--- config.mk ---
export PLATFORM = sky130hd
export DESIGN_NAME = script_token_scanner_flat
export DESIGN_NICKNAME = d
export VERILOG_FILES = /design/src/sv/sts_pkg.sv /design/src/sv/sts_in_if.sv /design/src/sv/sts_out_if.sv /design/src/sv/script_token_scanner.sv /design/src/flat_wrapper.sv
export VERILOG_INCLUDE_DIRS = /design/src /design/src/sv
export SDC_FILE = /design/constraint.sdc
export NUM_CORES = 1
export LEC_CHECK = 0
export BUFFER_PORTS_ARGS = -buffer_cell sky130_fd_sc_hd__buf_2
export CORE_ASPECT_RATIO = 0.7
export CORE_MARGIN = 2
export CORE_UTILIZATION = 50
export CTS_CLUSTER_SIZE = 25
export DETAILED_ROUTE_END_ITERATION = 16
export PLACE_DENSITY_LB_ADDON = 0.08
export SKIP_LAST_GASP = 1
export SLEW_MARGIN = 20
export SYNTH_ARGS = -nofsm -noshare
export SYNTH_HDL_FRONTEND = slang
export SYNTH_SLANG_ARGS = --single-unit
--- constraint.sdc ---
create_clock -name clk_i -period 4.3 [get_ports clk_i]
set_input_delay 0.86 -clock clk_i [delete_from_list [all_inputs] [get_ports clk_i]]
set_output_delay 0.86 -clock clk_i [all_outputs]
set_load 0.01 [all_outputs]
--- src/sv/script_token_scanner_assert.svh ---
// assertion helpers for the token scanner
`ifndef SCRIPT_TOKEN_SCANNER_ASSERT_SVH
`define SCRIPT_TOKEN_SCANNER_ASSERT_SVH

// condition must never hold outside reset
`define STS_ASSERT_NEVER(label, cond, msg) \
  label: assert property (@(posedge clk_i) disable iff (!rst_ni) !(cond)) else $error(msg);

// antecedent implies consequent in the same cycle
`define STS_ASSERT_IMPLIES(label, ante, cons, msg) \
  label: assert property (@(posedge clk_i) disable iff (!rst_ni) (ante) |-> (cons)) \
    else $error(msg);

`endif

--- src/sv/sts_pkg.sv ---
package sts_pkg;

  localparam int unsigned SrcBytes = 65536;
  localparam int unsigned KwChars  = 6;
  localparam int unsigned KwNum    = 10;
  localparam int unsigned PosW     = $clog2(SrcBytes + 2);
  localparam int unsigned KwCntW   = $clog2(KwChars + 2);
  localparam int unsigned OutDepth = 4;
  localparam int unsigned OutPtrW  = $clog2(OutDepth);
  localparam int unsigned OutCntW  = $clog2(OutDepth + 1);

  typedef enum logic [4:0] {
    TokLParen = 5'd0,  TokRParen = 5'd1,  TokLBrace = 5'd2,  TokRBrace = 5'd3,
    TokComma  = 5'd4,  TokSemi   = 5'd5,  TokMinus  = 5'd6,  TokPlus   = 5'd7,
    TokSlash  = 5'd8,  TokStar   = 5'd9,  TokBang   = 5'd10, TokBangEq = 5'd11,
    TokEq     = 5'd12, TokEqEq   = 5'd13, TokGt     = 5'd14, TokGe     = 5'd15,
    TokLt     = 5'd16, TokLe     = 5'd17, TokIdent  = 5'd18, TokString = 5'd19,
    TokNumber = 5'd20, TokFn     = 5'd21, TokLet    = 5'd22, TokIf     = 5'd23,
    TokElse   = 5'd24, TokReturn = 5'd25, TokWhile  = 5'd26, TokPrint  = 5'd27,
    TokTrue   = 5'd28, TokFalse  = 5'd29, TokNil    = 5'd30, TokEof    = 5'd31
  } tok_e;

  typedef enum logic [1:0] {
    ErrNone       = 2'd0,
    ErrUnexpected = 2'd1,
    ErrUntermStr  = 2'd2
  } err_e;

  typedef enum logic [3:0] {
    ModeIdle, ModeIdent, ModeNumInt, ModeNumDot, ModeNumFrac, ModeString,
    ModeBang, ModeEqual, ModeGreater, ModeLess, ModeError
  } mode_e;

  typedef struct packed {
    tok_e        token_type;
    err_e        error_code;
    logic [15:0] token_start;
    logic [15:0] token_length;
    logic        source_done;
    logic        run_last;
  } res_t;

  typedef logic [KwChars-1:0][7:0] wbuf_t;

  // keyword text right-aligned, first character in the highest byte used
  localparam logic [8*KwChars-1:0] KwText [KwNum] = '{
    "fn", "let", "if", "else", "return", "while", "print", "true", "false", "nil"
  };
  localparam int KwLen [KwNum] = '{2, 3, 2, 4, 6, 5, 5, 4, 5, 3};
  localparam tok_e KwType [KwNum] = '{
    TokFn, TokLet, TokIf, TokElse, TokReturn, TokWhile, TokPrint, TokTrue, TokFalse,
    TokNil
  };

  localparam logic [7:0] ChUnder  = 8'h5F;
  localparam logic [7:0] ChDot    = 8'h2E;
  localparam logic [7:0] ChQuote  = 8'h22;
  localparam logic [7:0] ChEquals = 8'h3D;

  function automatic logic is_alpha(logic [7:0] b);
    return (b >= 8'h61 && b <= 8'h7A) || (b >= 8'h41 && b <= 8'h5A);
  endfunction

  function automatic logic is_digit(logic [7:0] b);
    return b >= 8'h30 && b <= 8'h39;
  endfunction

  function automatic logic is_space(logic [7:0] b);
    return b == 8'h20 || (b >= 8'h09 && b <= 8'h0D);
  endfunction

  function automatic logic [15:0] sat16(logic [PosW-1:0] v);
    return (v > PosW'(16'hFFFF)) ? 16'hFFFF : v[15:0];
  endfunction

  function automatic logic [15:0] len_add(logic [15:0] l, logic [1:0] n);
    logic [16:0] s;
    s = {1'b0, l} + {15'd0, n};
    return s[16] ? 16'hFFFF : s[15:0];
  endfunction

  function automatic res_t mk_res(tok_e t, err_e e, logic [PosW-1:0] s, logic [15:0] l,
                                  logic d);
    res_t r;
    r.token_type   = t;
    r.error_code   = e;
    r.token_start  = sat16(s);
    r.token_length = l;
    r.source_done  = d;
    r.run_last     = 1'b0;
    return r;
  endfunction

  // parallel compare of the word against every keyword
  function automatic tok_e kw_lookup(wbuf_t wb, logic [KwCntW-1:0] cnt);
    tok_e t;
    logic hit;
    t = TokIdent;
    for (int k = 0; k < KwNum; k++) begin
      hit = (cnt == KwCntW'(KwLen[k]));
      for (int i = 0; i < KwChars; i++) begin
        if (i < KwLen[k]) begin
          hit = hit && (wb[i] == KwText[k][8*(KwLen[k]-1-i) +: 8]);
        end
      end
      if (hit) begin
        t = KwType[k];
      end
    end
    return t;
  endfunction

  function automatic tok_e cmp_one(mode_e m);
    tok_e t;
    unique case (m)
      ModeBang:    t = TokBang;
      ModeEqual:   t = TokEq;
      ModeGreater: t = TokGt;
      default:     t = TokLt;
    endcase
    return t;
  endfunction

  function automatic tok_e cmp_two(mode_e m);
    tok_e t;
    unique case (m)
      ModeBang:    t = TokBangEq;
      ModeEqual:   t = TokEqEq;
      ModeGreater: t = TokGe;
      default:     t = TokLe;
    endcase
    return t;
  endfunction

endpackage

--- src/sv/sts_in_if.sv ---
interface sts_in_if;
  logic       valid;
  logic       ready;
  logic [7:0] ch;
  logic       end_of_source;

  modport source (output valid, output ch, output end_of_source, input ready);
  modport sink   (input valid, input ch, input end_of_source, output ready);
endinterface

--- src/sv/sts_out_if.sv ---
interface sts_out_if;
  logic        valid;
  logic        ready;
  logic [4:0]  token_type;
  logic [1:0]  error_code;
  logic [15:0] token_start;
  logic [15:0] token_length;
  logic        source_done;
  logic        run_last;

  modport source (output valid, output token_type, output error_code, output token_start,
                  output token_length, output source_done, output run_last, input ready);
  modport sink   (input valid, input token_type, input error_code, input token_start,
                  input token_length, input source_done, input run_last, output ready);
endinterface

--- src/sv/script_token_scanner.sv ---
// a byte passes the input register, then the result queue, before its first token shows
// throughput: one byte per cycle while the result queue has two free entries; a byte
//   that yields two tokens writes both into the queue together, ahead of the single result port
// results drain through a four-entry queue that keeps taking bytes while tokens wait
// reset: scanner idle at offset 0, word buffer cleared, input stage and queue empty
`include "script_token_scanner_assert.svh"

module script_token_scanner (
  input  logic      clk_i,
  input  logic      rst_ni,
  sts_in_if.sink    in_i,
  sts_out_if.source out_o
);
  import sts_pkg::*;

  // input register stage
  logic       s1_valid_q;
  logic [7:0] s1_ch_q;
  logic       s1_eos_q;
  logic       s1_go;

  // scanner state
  mode_e             mode_q, mode_d;
  logic [PosW-1:0]   pos_q, pos_d;
  logic [PosW-1:0]   start_q, start_d;
  logic [15:0]       len_q, len_d;
  wbuf_t             wbuf_q, wbuf_d;
  logic [KwCntW-1:0] wcnt_q, wcnt_d;

  // result queue
  res_t               fifo_q [OutDepth];
  logic [OutPtrW-1:0] wr_ptr_q, rd_ptr_q;
  logic [OutCntW-1:0] cnt_q;
  logic               pop;

  // results of one byte: the token it closes, then the token or error it makes
  res_t       res_a, res_b, slot0, slot1;
  logic       a_v, b_v;
  logic [1:0] n_res;

  // a byte may enter the compute stage when two queue entries are free
  assign s1_go     = s1_valid_q && (cnt_q <= OutCntW'(OutDepth - 2));
  assign in_i.ready = !s1_valid_q || s1_go;

  always_ff @(posedge clk_i or negedge rst_ni) begin
    if (!rst_ni) begin
      s1_valid_q <= 1'b0;
    end else if (in_i.ready) begin
      s1_valid_q <= in_i.valid;
    end
  end

  always_ff @(posedge clk_i) begin
    if (in_i.valid && in_i.ready) begin
      s1_ch_q  <= in_i.ch;
      s1_eos_q <= in_i.end_of_source;
    end
  end

  // next scanner state and the results of the byte in the input register
  always_comb begin
    logic       reproc;
    logic       failed;
    logic [7:0] b;
    b       = s1_ch_q;
    reproc  = 1'b0;
    failed  = 1'b0;
    mode_d  = mode_q;
    pos_d   = pos_q;
    start_d = start_q;
    len_d   = len_q;
    wbuf_d  = wbuf_q;
    wcnt_d  = wcnt_q;
    a_v     = 1'b0;
    b_v     = 1'b0;
    res_a   = mk_res(TokLParen, ErrNone, pos_q, 16'd0, 1'b0);
    res_b   = res_a;

    if (s1_eos_q) begin
      // end marker: flush the pending token, then EOF if no error; silent in error mode
      if (mode_q != ModeError) begin
        unique case (mode_q)
          ModeIdent: begin
            a_v   = 1'b1;
            res_a = mk_res(kw_lookup(wbuf_q, wcnt_q), ErrNone, start_q, len_q, 1'b0);
          end
          ModeNumInt, ModeNumFrac: begin
            a_v   = 1'b1;
            res_a = mk_res(TokNumber, ErrNone, start_q, len_q, 1'b0);
          end
          ModeNumDot: begin
            a_v    = 1'b1;
            res_a  = mk_res(TokNumber, ErrNone, start_q, len_q, 1'b0);
            b_v    = 1'b1;
            res_b  = mk_res(TokLParen, ErrUnexpected, pos_q - PosW'(1), 16'd1, 1'b1);
            failed = 1'b1;
          end
          ModeString: begin
            a_v    = 1'b1;
            res_a  = mk_res(TokLParen, ErrUntermStr, start_q, len_q, 1'b1);
            failed = 1'b1;
          end
          ModeBang, ModeEqual, ModeGreater, ModeLess: begin
            a_v   = 1'b1;
            res_a = mk_res(cmp_one(mode_q), ErrNone, start_q, 16'd1, 1'b0);
          end
          default: ;
        endcase
        if (!failed) begin
          b_v   = 1'b1;
          res_b = mk_res(TokEof, ErrNone, pos_q, 16'd0, 1'b1);
        end
      end
      // rearm for the next source
      mode_d  = ModeIdle;
      pos_d   = '0;
      start_d = '0;
      len_d   = '0;
      wbuf_d  = '0;
      wcnt_d  = '0;
    end else begin
      unique case (mode_q)
        ModeError: ;
        ModeString: begin
          if (b == ChQuote) begin
            a_v    = 1'b1;
            res_a  = mk_res(TokString, ErrNone, start_q, len_q, 1'b0);
            mode_d = ModeIdle;
          end else begin
            len_d = len_add(len_q, 2'd1);
          end
        end
        ModeIdent: begin
          if (is_alpha(b) || is_digit(b) || b == ChUnder) begin
            for (int i = 0; i < KwChars; i++) begin
              if (wcnt_q == KwCntW'(i)) begin
                wbuf_d[i] = b;
              end
            end
            if (wcnt_q <= KwCntW'(KwChars)) begin
              wcnt_d = wcnt_q + KwCntW'(1);
            end
            len_d = len_add(len_q, 2'd1);
          end else begin
            a_v    = 1'b1;
            res_a  = mk_res(kw_lookup(wbuf_q, wcnt_q), ErrNone, start_q, len_q, 1'b0);
            mode_d = ModeIdle;
            reproc = 1'b1;
          end
        end
        ModeNumInt: begin
          if (is_digit(b)) begin
            len_d = len_add(len_q, 2'd1);
          end else if (b == ChDot) begin
            mode_d = ModeNumDot;
          end else begin
            a_v    = 1'b1;
            res_a  = mk_res(TokNumber, ErrNone, start_q, len_q, 1'b0);
            mode_d = ModeIdle;
            reproc = 1'b1;
          end
        end
        ModeNumDot: begin
          // a fraction needs a digit right after the dot
          if (is_digit(b)) begin
            len_d  = len_add(len_q, 2'd2);
            mode_d = ModeNumFrac;
          end else begin
            a_v    = 1'b1;
            res_a  = mk_res(TokNumber, ErrNone, start_q, len_q, 1'b0);
            b_v    = 1'b1;
            res_b  = mk_res(TokLParen, ErrUnexpected, pos_q - PosW'(1), 16'd1, 1'b1);
            mode_d = ModeError;
          end
        end
        ModeNumFrac: begin
          if (is_digit(b)) begin
            len_d = len_add(len_q, 2'd1);
          end else begin
            a_v    = 1'b1;
            res_a  = mk_res(TokNumber, ErrNone, start_q, len_q, 1'b0);
            mode_d = ModeIdle;
            reproc = 1'b1;
          end
        end
        ModeBang, ModeEqual, ModeGreater, ModeLess: begin
          // one byte of lookahead decides between the one and two byte forms
          a_v    = 1'b1;
          mode_d = ModeIdle;
          if (b == ChEquals) begin
            res_a = mk_res(cmp_two(mode_q), ErrNone, start_q, 16'd2, 1'b0);
          end else begin
            res_a  = mk_res(cmp_one(mode_q), ErrNone, start_q, 16'd1, 1'b0);
            reproc = 1'b1;
          end
        end
        default: begin
          mode_d = ModeIdle;
          reproc = 1'b1;
        end
      endcase

      // the byte as the start of a new lexeme
      if (reproc && !is_space(b)) begin
        if (is_alpha(b)) begin
          mode_d    = ModeIdent;
          start_d   = pos_q;
          len_d     = 16'd1;
          wbuf_d    = '0;
          wbuf_d[0] = b;
          wcnt_d    = KwCntW'(1);
        end else if (is_digit(b)) begin
          mode_d  = ModeNumInt;
          start_d = pos_q;
          len_d   = 16'd1;
        end else begin
          unique case (b)
            8'h28: begin b_v = 1'b1; res_b = mk_res(TokLParen, ErrNone, pos_q, 16'd1, 1'b0); end
            8'h29: begin b_v = 1'b1; res_b = mk_res(TokRParen, ErrNone, pos_q, 16'd1, 1'b0); end
            8'h7B: begin b_v = 1'b1; res_b = mk_res(TokLBrace, ErrNone, pos_q, 16'd1, 1'b0); end
            8'h7D: begin b_v = 1'b1; res_b = mk_res(TokRBrace, ErrNone, pos_q, 16'd1, 1'b0); end
            8'h2C: begin b_v = 1'b1; res_b = mk_res(TokComma, ErrNone, pos_q, 16'd1, 1'b0); end
            8'h3B: begin b_v = 1'b1; res_b = mk_res(TokSemi, ErrNone, pos_q, 16'd1, 1'b0); end
            8'h2D: begin b_v = 1'b1; res_b = mk_res(TokMinus, ErrNone, pos_q, 16'd1, 1'b0); end
            8'h2B: begin b_v = 1'b1; res_b = mk_res(TokPlus, ErrNone, pos_q, 16'd1, 1'b0); end
            8'h2F: begin b_v = 1'b1; res_b = mk_res(TokSlash, ErrNone, pos_q, 16'd1, 1'b0); end
            8'h2A: begin b_v = 1'b1; res_b = mk_res(TokStar, ErrNone, pos_q, 16'd1, 1'b0); end
            8'h21: begin mode_d = ModeBang;    start_d = pos_q; len_d = 16'd1; end
            8'h3D: begin mode_d = ModeEqual;   start_d = pos_q; len_d = 16'd1; end
            8'h3E: begin mode_d = ModeGreater; start_d = pos_q; len_d = 16'd1; end
            8'h3C: begin mode_d = ModeLess;    start_d = pos_q; len_d = 16'd1; end
            ChQuote: begin
              // string offsets skip the opening quote
              mode_d  = ModeString;
              start_d = pos_q + PosW'(1);
              len_d   = 16'd0;
            end
            default: begin
              b_v    = 1'b1;
              res_b  = mk_res(TokLParen, ErrUnexpected, pos_q, 16'd1, 1'b1);
              mode_d = ModeError;
            end
          endcase
        end
      end

      // offset counter stops at the source size
      if (pos_q < PosW'(SrcBytes)) begin
        pos_d = pos_q + PosW'(1);
      end
    end
  end

  // pack the results into slots in order and mark the last one
  always_comb begin
    slot0 = a_v ? res_a : res_b;
    slot1 = res_b;
    n_res = {1'b0, a_v} + {1'b0, b_v};
    slot0.run_last = (n_res == 2'd1);
    slot1.run_last = 1'b1;
  end

  always_ff @(posedge clk_i or negedge rst_ni) begin
    if (!rst_ni) begin
      mode_q  <= ModeIdle;
      pos_q   <= '0;
      start_q <= '0;
      len_q   <= '0;
      wbuf_q  <= '0;
      wcnt_q  <= '0;
    end else if (s1_go) begin
      mode_q  <= mode_d;
      pos_q   <= pos_d;
      start_q <= start_d;
      len_q   <= len_d;
      wbuf_q  <= wbuf_d;
      wcnt_q  <= wcnt_d;
    end
  end

  // result queue: up to two writes, one read per cycle
  assign pop = out_o.valid && out_o.ready;

  always_ff @(posedge clk_i) begin
    if (s1_go && n_res != 2'd0) begin
      fifo_q[wr_ptr_q] <= slot0;
    end
    if (s1_go && n_res == 2'd2) begin
      fifo_q[wr_ptr_q + OutPtrW'(1)] <= slot1;
    end
  end

  always_ff @(posedge clk_i or negedge rst_ni) begin
    if (!rst_ni) begin
      wr_ptr_q <= '0;
      rd_ptr_q <= '0;
      cnt_q    <= '0;
    end else begin
      if (s1_go) begin
        wr_ptr_q <= wr_ptr_q + OutPtrW'(n_res);
      end
      if (pop) begin
        rd_ptr_q <= rd_ptr_q + OutPtrW'(1);
      end
      cnt_q <= cnt_q + (s1_go ? OutCntW'(n_res) : OutCntW'(0)) - OutCntW'(pop);
    end
  end

  assign out_o.valid        = (cnt_q != '0);
  assign out_o.token_type   = fifo_q[rd_ptr_q].token_type;
  assign out_o.error_code   = fifo_q[rd_ptr_q].error_code;
  assign out_o.token_start  = fifo_q[rd_ptr_q].token_start;
  assign out_o.token_length = fifo_q[rd_ptr_q].token_length;
  assign out_o.source_done  = fifo_q[rd_ptr_q].source_done;
  assign out_o.run_last     = fifo_q[rd_ptr_q].run_last;

  // checks
  `STS_ASSERT_NEVER(a_queue_bound, cnt_q > OutCntW'(OutDepth), "result queue overflow")
  `STS_ASSERT_NEVER(a_pos_bound, pos_q > PosW'(SrcBytes), "offset counter past source size")
  `STS_ASSERT_IMPLIES(a_quiet_after_error, s1_go && !s1_eos_q && mode_q == ModeError,
                      n_res == 2'd0, "token emitted after an error")
  `STS_ASSERT_IMPLIES(a_error_is_last, s1_go && n_res == 2'd2 && slot0.source_done,
                      1'b0, "error result followed by another result")

endmodule
--- src/flat_wrapper.sv ---
// flat-port wrapper written by rule: the top's interface ports become plain ports
module script_token_scanner_flat import sts_pkg::*;
  (clk_i, rst_ni, in_i_valid, in_i_ch, in_i_end_of_source, in_i_ready, out_o_valid, out_o_token_type, out_o_error_code, out_o_token_start, out_o_token_length, out_o_source_done, out_o_run_last, out_o_ready);
  sts_in_if in_i_i ();
  sts_out_if out_o_i ();
  input  logic clk_i;
  input  logic rst_ni;
  input wire logic [$bits(in_i_i.valid)-1:0] in_i_valid;
  input wire logic [$bits(in_i_i.ch)-1:0] in_i_ch;
  input wire logic [$bits(in_i_i.end_of_source)-1:0] in_i_end_of_source;
  output wire logic [$bits(in_i_i.ready)-1:0] in_i_ready;
  output wire logic [$bits(out_o_i.valid)-1:0] out_o_valid;
  output wire logic [$bits(out_o_i.token_type)-1:0] out_o_token_type;
  output wire logic [$bits(out_o_i.error_code)-1:0] out_o_error_code;
  output wire logic [$bits(out_o_i.token_start)-1:0] out_o_token_start;
  output wire logic [$bits(out_o_i.token_length)-1:0] out_o_token_length;
  output wire logic [$bits(out_o_i.source_done)-1:0] out_o_source_done;
  output wire logic [$bits(out_o_i.run_last)-1:0] out_o_run_last;
  input wire logic [$bits(out_o_i.ready)-1:0] out_o_ready;
  assign in_i_i.valid = in_i_valid;
  assign in_i_i.ch = in_i_ch;
  assign in_i_i.end_of_source = in_i_end_of_source;
  assign in_i_ready = in_i_i.ready;
  assign out_o_valid = out_o_i.valid;
  assign out_o_token_type = out_o_i.token_type;
  assign out_o_error_code = out_o_i.error_code;
  assign out_o_token_start = out_o_i.token_start;
  assign out_o_token_length = out_o_i.token_length;
  assign out_o_source_done = out_o_i.source_done;
  assign out_o_run_last = out_o_i.run_last;
  assign out_o_i.ready = out_o_ready;
  script_token_scanner u_core (.clk_i(clk_i), .rst_ni(rst_ni), .in_i(in_i_i), .out_o(out_o_i));
endmodule
==> reports/qor.csv <==
stage;metric;value;unit
critical_path;data arrival time of the critical path;4210;ps
synthesis;largest cells by area after synthesis;edfxtp_1 19%, dfrtp_1 17%, dfxtp_1 8.3%, a22o_1 6.0%, mux4_2 5.6%;
synthesis;Yosys warning count;0;
synthesis;Post-Syn Area;16300;um^2
cts;clock tree buffer depth;3;
routing;number of design rule violations left after detail routing;0;
synthesis;fraction of registers with async set or reset after synthesis;39.5;%
die;standard-cell row count;55;
routing;via count;14300;
synthesis;number of instances in the synthesized netlist;1608;
grt;global route total overflow;0;
sta;ratio of final minimum period to clock period;92.4;%
synthesis;syn nets;1640;
sta;setup skew after layout;23.8;ps
cts;clock transition at the registers of the reported paths;60;ps
sta;fmax;252;MHz
grt;global routing usage summed across all routing layers;31.7;%
cells_and_area;antenna cell count;0;
cells_and_area;number of non-filler instances in the completed layout;2087;
cells_and_area;total non-filler cell area in the finished layout;18200;um^2
critical_path;maximum fanout along the worst path;25;
cts;Gates resized, CTS repair;0;
synthesis;Commonest cells post-synth;141 x nor2_1, 122 x o21ai_0, 116 x nand2_1;
grt;antenna violations before repair;0;
cts;clock latency on the worst-skew pair;600;ps
cts;Clock H-tree levels;1;
die;Std-Cell Core Area;32300;um^2
routing;Avg WL per Cell;25.7;um
synthesis;sequential fraction of the synthesis area;44.9;%
power;power density relative to cell area;631;nW/um^2
grt;first-pass GRT wire length;82.2;mm
synthesis;post-synthesis sequential element count;286;
power;peak supply drop;0.411;mV
synthesis;synthesized area per cell;10.2;um^2
cts;CTS Hold Buffers Added;0;
placement;count of placed standard cells including taps;2033;
sta;RSZ-0062 raised after global routing;false;
cells_and_area;number of filler cells placed in the layout;2832;
cts;number of setup buffers added after CTS;0;
synthesis;largest area contributor in the synthesized netlist;edfxtp_1;
grt;via count of the first global-routing pass;13200;
grt;pin count of the biggest net entering global routing;105;
routing;number of routed nets with antenna violations;0;
placement;placed standard-cell area;17200;um^2
sta;worst slack on hold paths;102;ps
cts;TritonCTS clock tree;built;
synthesis;most frequent cell after synthesis;nor2_1;
status;outcome;complete, no violations;
sta;tightest slew margin relative to the limit;27.9;%
critical_path;start of the worst register-to-register path;u_core.mode_q[0];
die;starting density of the core;50.7;%
die;Chip Width;220;um
routing;total length of routed wires;53.7;mm
sta;minimum period implied by the final worst setup slack;3970;ps
placement;quantity of I/O buffers inserted on ports;55;
sta;post-route setup TNS;0;ps
placement;placer congestion estimate;0.933;
critical_path;first element of the critical path;u_core.mode_q[0];
synthesis;main flop type after synthesis;dfrtp_1;
critical_path;startpoint kind of the worst setup timing path;flop;
run;max-capacitance violation count;0;
synthesis;Synth cell types;101;
die;I/O pin cnt;56;
synthesis;number of enable-type register cells in the synthesized netlist;105;
die;Die ar.;34200;um^2
sta;number of hold violations in the final report;0;
placement;placed wire-length estimate;37.9;mm
cells_and_area;Post-layout nets;1669;
critical_path;endpoint type of the worst setup path;flop;
routing;Avg Vias per Cell;6.87;
die;Die Height;155;um
worst_hold_path;type of the worst min-delay path;in -> async;
critical_path;worst setup path category;reg -> reg;
synthesis;fraction of synthesized cell area taken by the top area cell type;19.3;%
cts;TritonCTS Sinks;286;
cells_and_area;area added between synthesis and finish;11.1;%
cells_and_area;share of layout cells above drive strength 1;16.9;%
power;leakage power figure;6.78;nW
critical_path;data required time of the worst path;4540;ps
sta;fin. max-slew vios;0;
routing;number of design-rule violations left by the first detailed-router iteration;2290;
sta;final-report setup violation count;0;
routing;number of search-and-repair iterations in the first detailed-routing pass;6;
sta;Worst Max-Slew Pin Slew;1070;ps
cts;total clock buffers created by CTS;29;
cts;CTS Root Buffer Type;clkbuf_16;
## layer usage
layer  global-route usage, %  part of all wire (%)  up-vias
li1                        -                     -     6288
met1                    51.9                    47     7008
met2                    40.9                    38      939
met3                    8.47                    13       93
met4                    6.14                   2.1        0
met5                       0                     0        -
## critical path, cell delays in order (launching register included)
cell	delay, ps
dfrtp_1	450
buf_4	220
or3b_1	400
a21oi_1	320
a21oi_1	90
a311oi_2	470
a211o_4	180
buf_4	230
ha_1	310
nand2_1	110
nor3_1	260
nor2_1	110
inv_1	70
buf_4	380
## placed cells by master (no fill, tap or decap), types with 8 or more instances in the layout
master       n
buf_2       54
o21a_1      14
nand3_1     41
and3_1      21
ha_1        18
nand2_1    116
nor4_1       8
o21ai_0    121
o32ai_1     22
edfxtp_1   105
o22ai_1     58
a31oi_1     14
a22o_1     112
nor2b_1     12
nor4bb_1     8
and2_1      18
nand4b_1    14
nand2b_1    10
a21oi_1     76
or3_1       13
xor2_1      14
nor3_1      26
clkbuf_1     8
clkbuf_16   33
o41ai_1     15
mux4_2      41
nand4_1     19
o31ai_1     14
nand3b_1     9
buf_4       71
o21ai_1     11
nor2_1     141
inv_1       24
a21o_1      11
dfxtp_1     68
dfrtp_1    111
xnor2_1     15
## path summary, 6_finish.rpt
path	endpoint	slack (ps)	cells after the start
max in group asynchronous	u_core.len_q[2]	3370	2
min in group clk_i	u_core.s1_ch_q[2]	460	1
max	u_core.fifo_q[2][34]	330	13
min reg2reg	u_core.fifo_q[2][0]	460	1
min	u_core.wr_ptr_q[1]	100	1
max reg2reg	u_core.fifo_q[2][34]	330	13
## flip-flops by register name, summed over array words and instances, names as in the netlist, 4 cells and up
register	flops
u_core.pos_q	17
u_core.wbuf_q	48
u_core.start_q	17
u_core.len_q	16
u_core.fifo_q	164
u_core.mode_q	4
u_core.s1_ch_q	8
## through the flow
stage / total power (W) / setup WS, ps / utilization (%)
2_1_floorplan: 0.00700 / 279 / -
3_3_place_gp: 0.00869 / 518 / 53.2
4_1_cts: 0.0114 / 415 / 56.3
5_1_grt: 0.0120 / 109 / 56.3
3_5_place_dp: 0.00875 / 424 / 53.2
6_report: 0.0115 / 326 / 56.3
## final cells by class
cell class              count  area, um^2  area share [%]
clock inverters             7        52.6           0.289
clock buffers              47         938            5.17
inverters                  25        93.8           0.517
repair buffers            127         843            4.64
multi-input cells        1168        8360            46.0
well taps                 427         534            2.94
flip-flops and latches    286        7340            40.4
## report_power, final
part | total [W] | internal (W) | leakage, nW | switching [W]
Clock | 0.00265 | 0.00150 | 0.494 | 0.00114
Combinational | 0.00516 | 0.00170 | 3.21 | 0.00346
Sequential | 0.00366 | 0.00330 | 3.07 | 0.000357
Total | 0.0115 | 0.00651 | 6.78 | 0.00496
## cell families (layout without fill, tap and decap cells)
group	after synthesis	in the layout	share of synthesized area, %
compound gates	555	555	24.7
simple gates	519	519	17.3
flops	286	286	44.9
buf+inv	154	206	4.03
mux	46	46	6.00
xor+xnor	29	29	1.55
fa+ha+maj	19	19	1.50
Note: power is estimated with default switching activity, not from simulation.
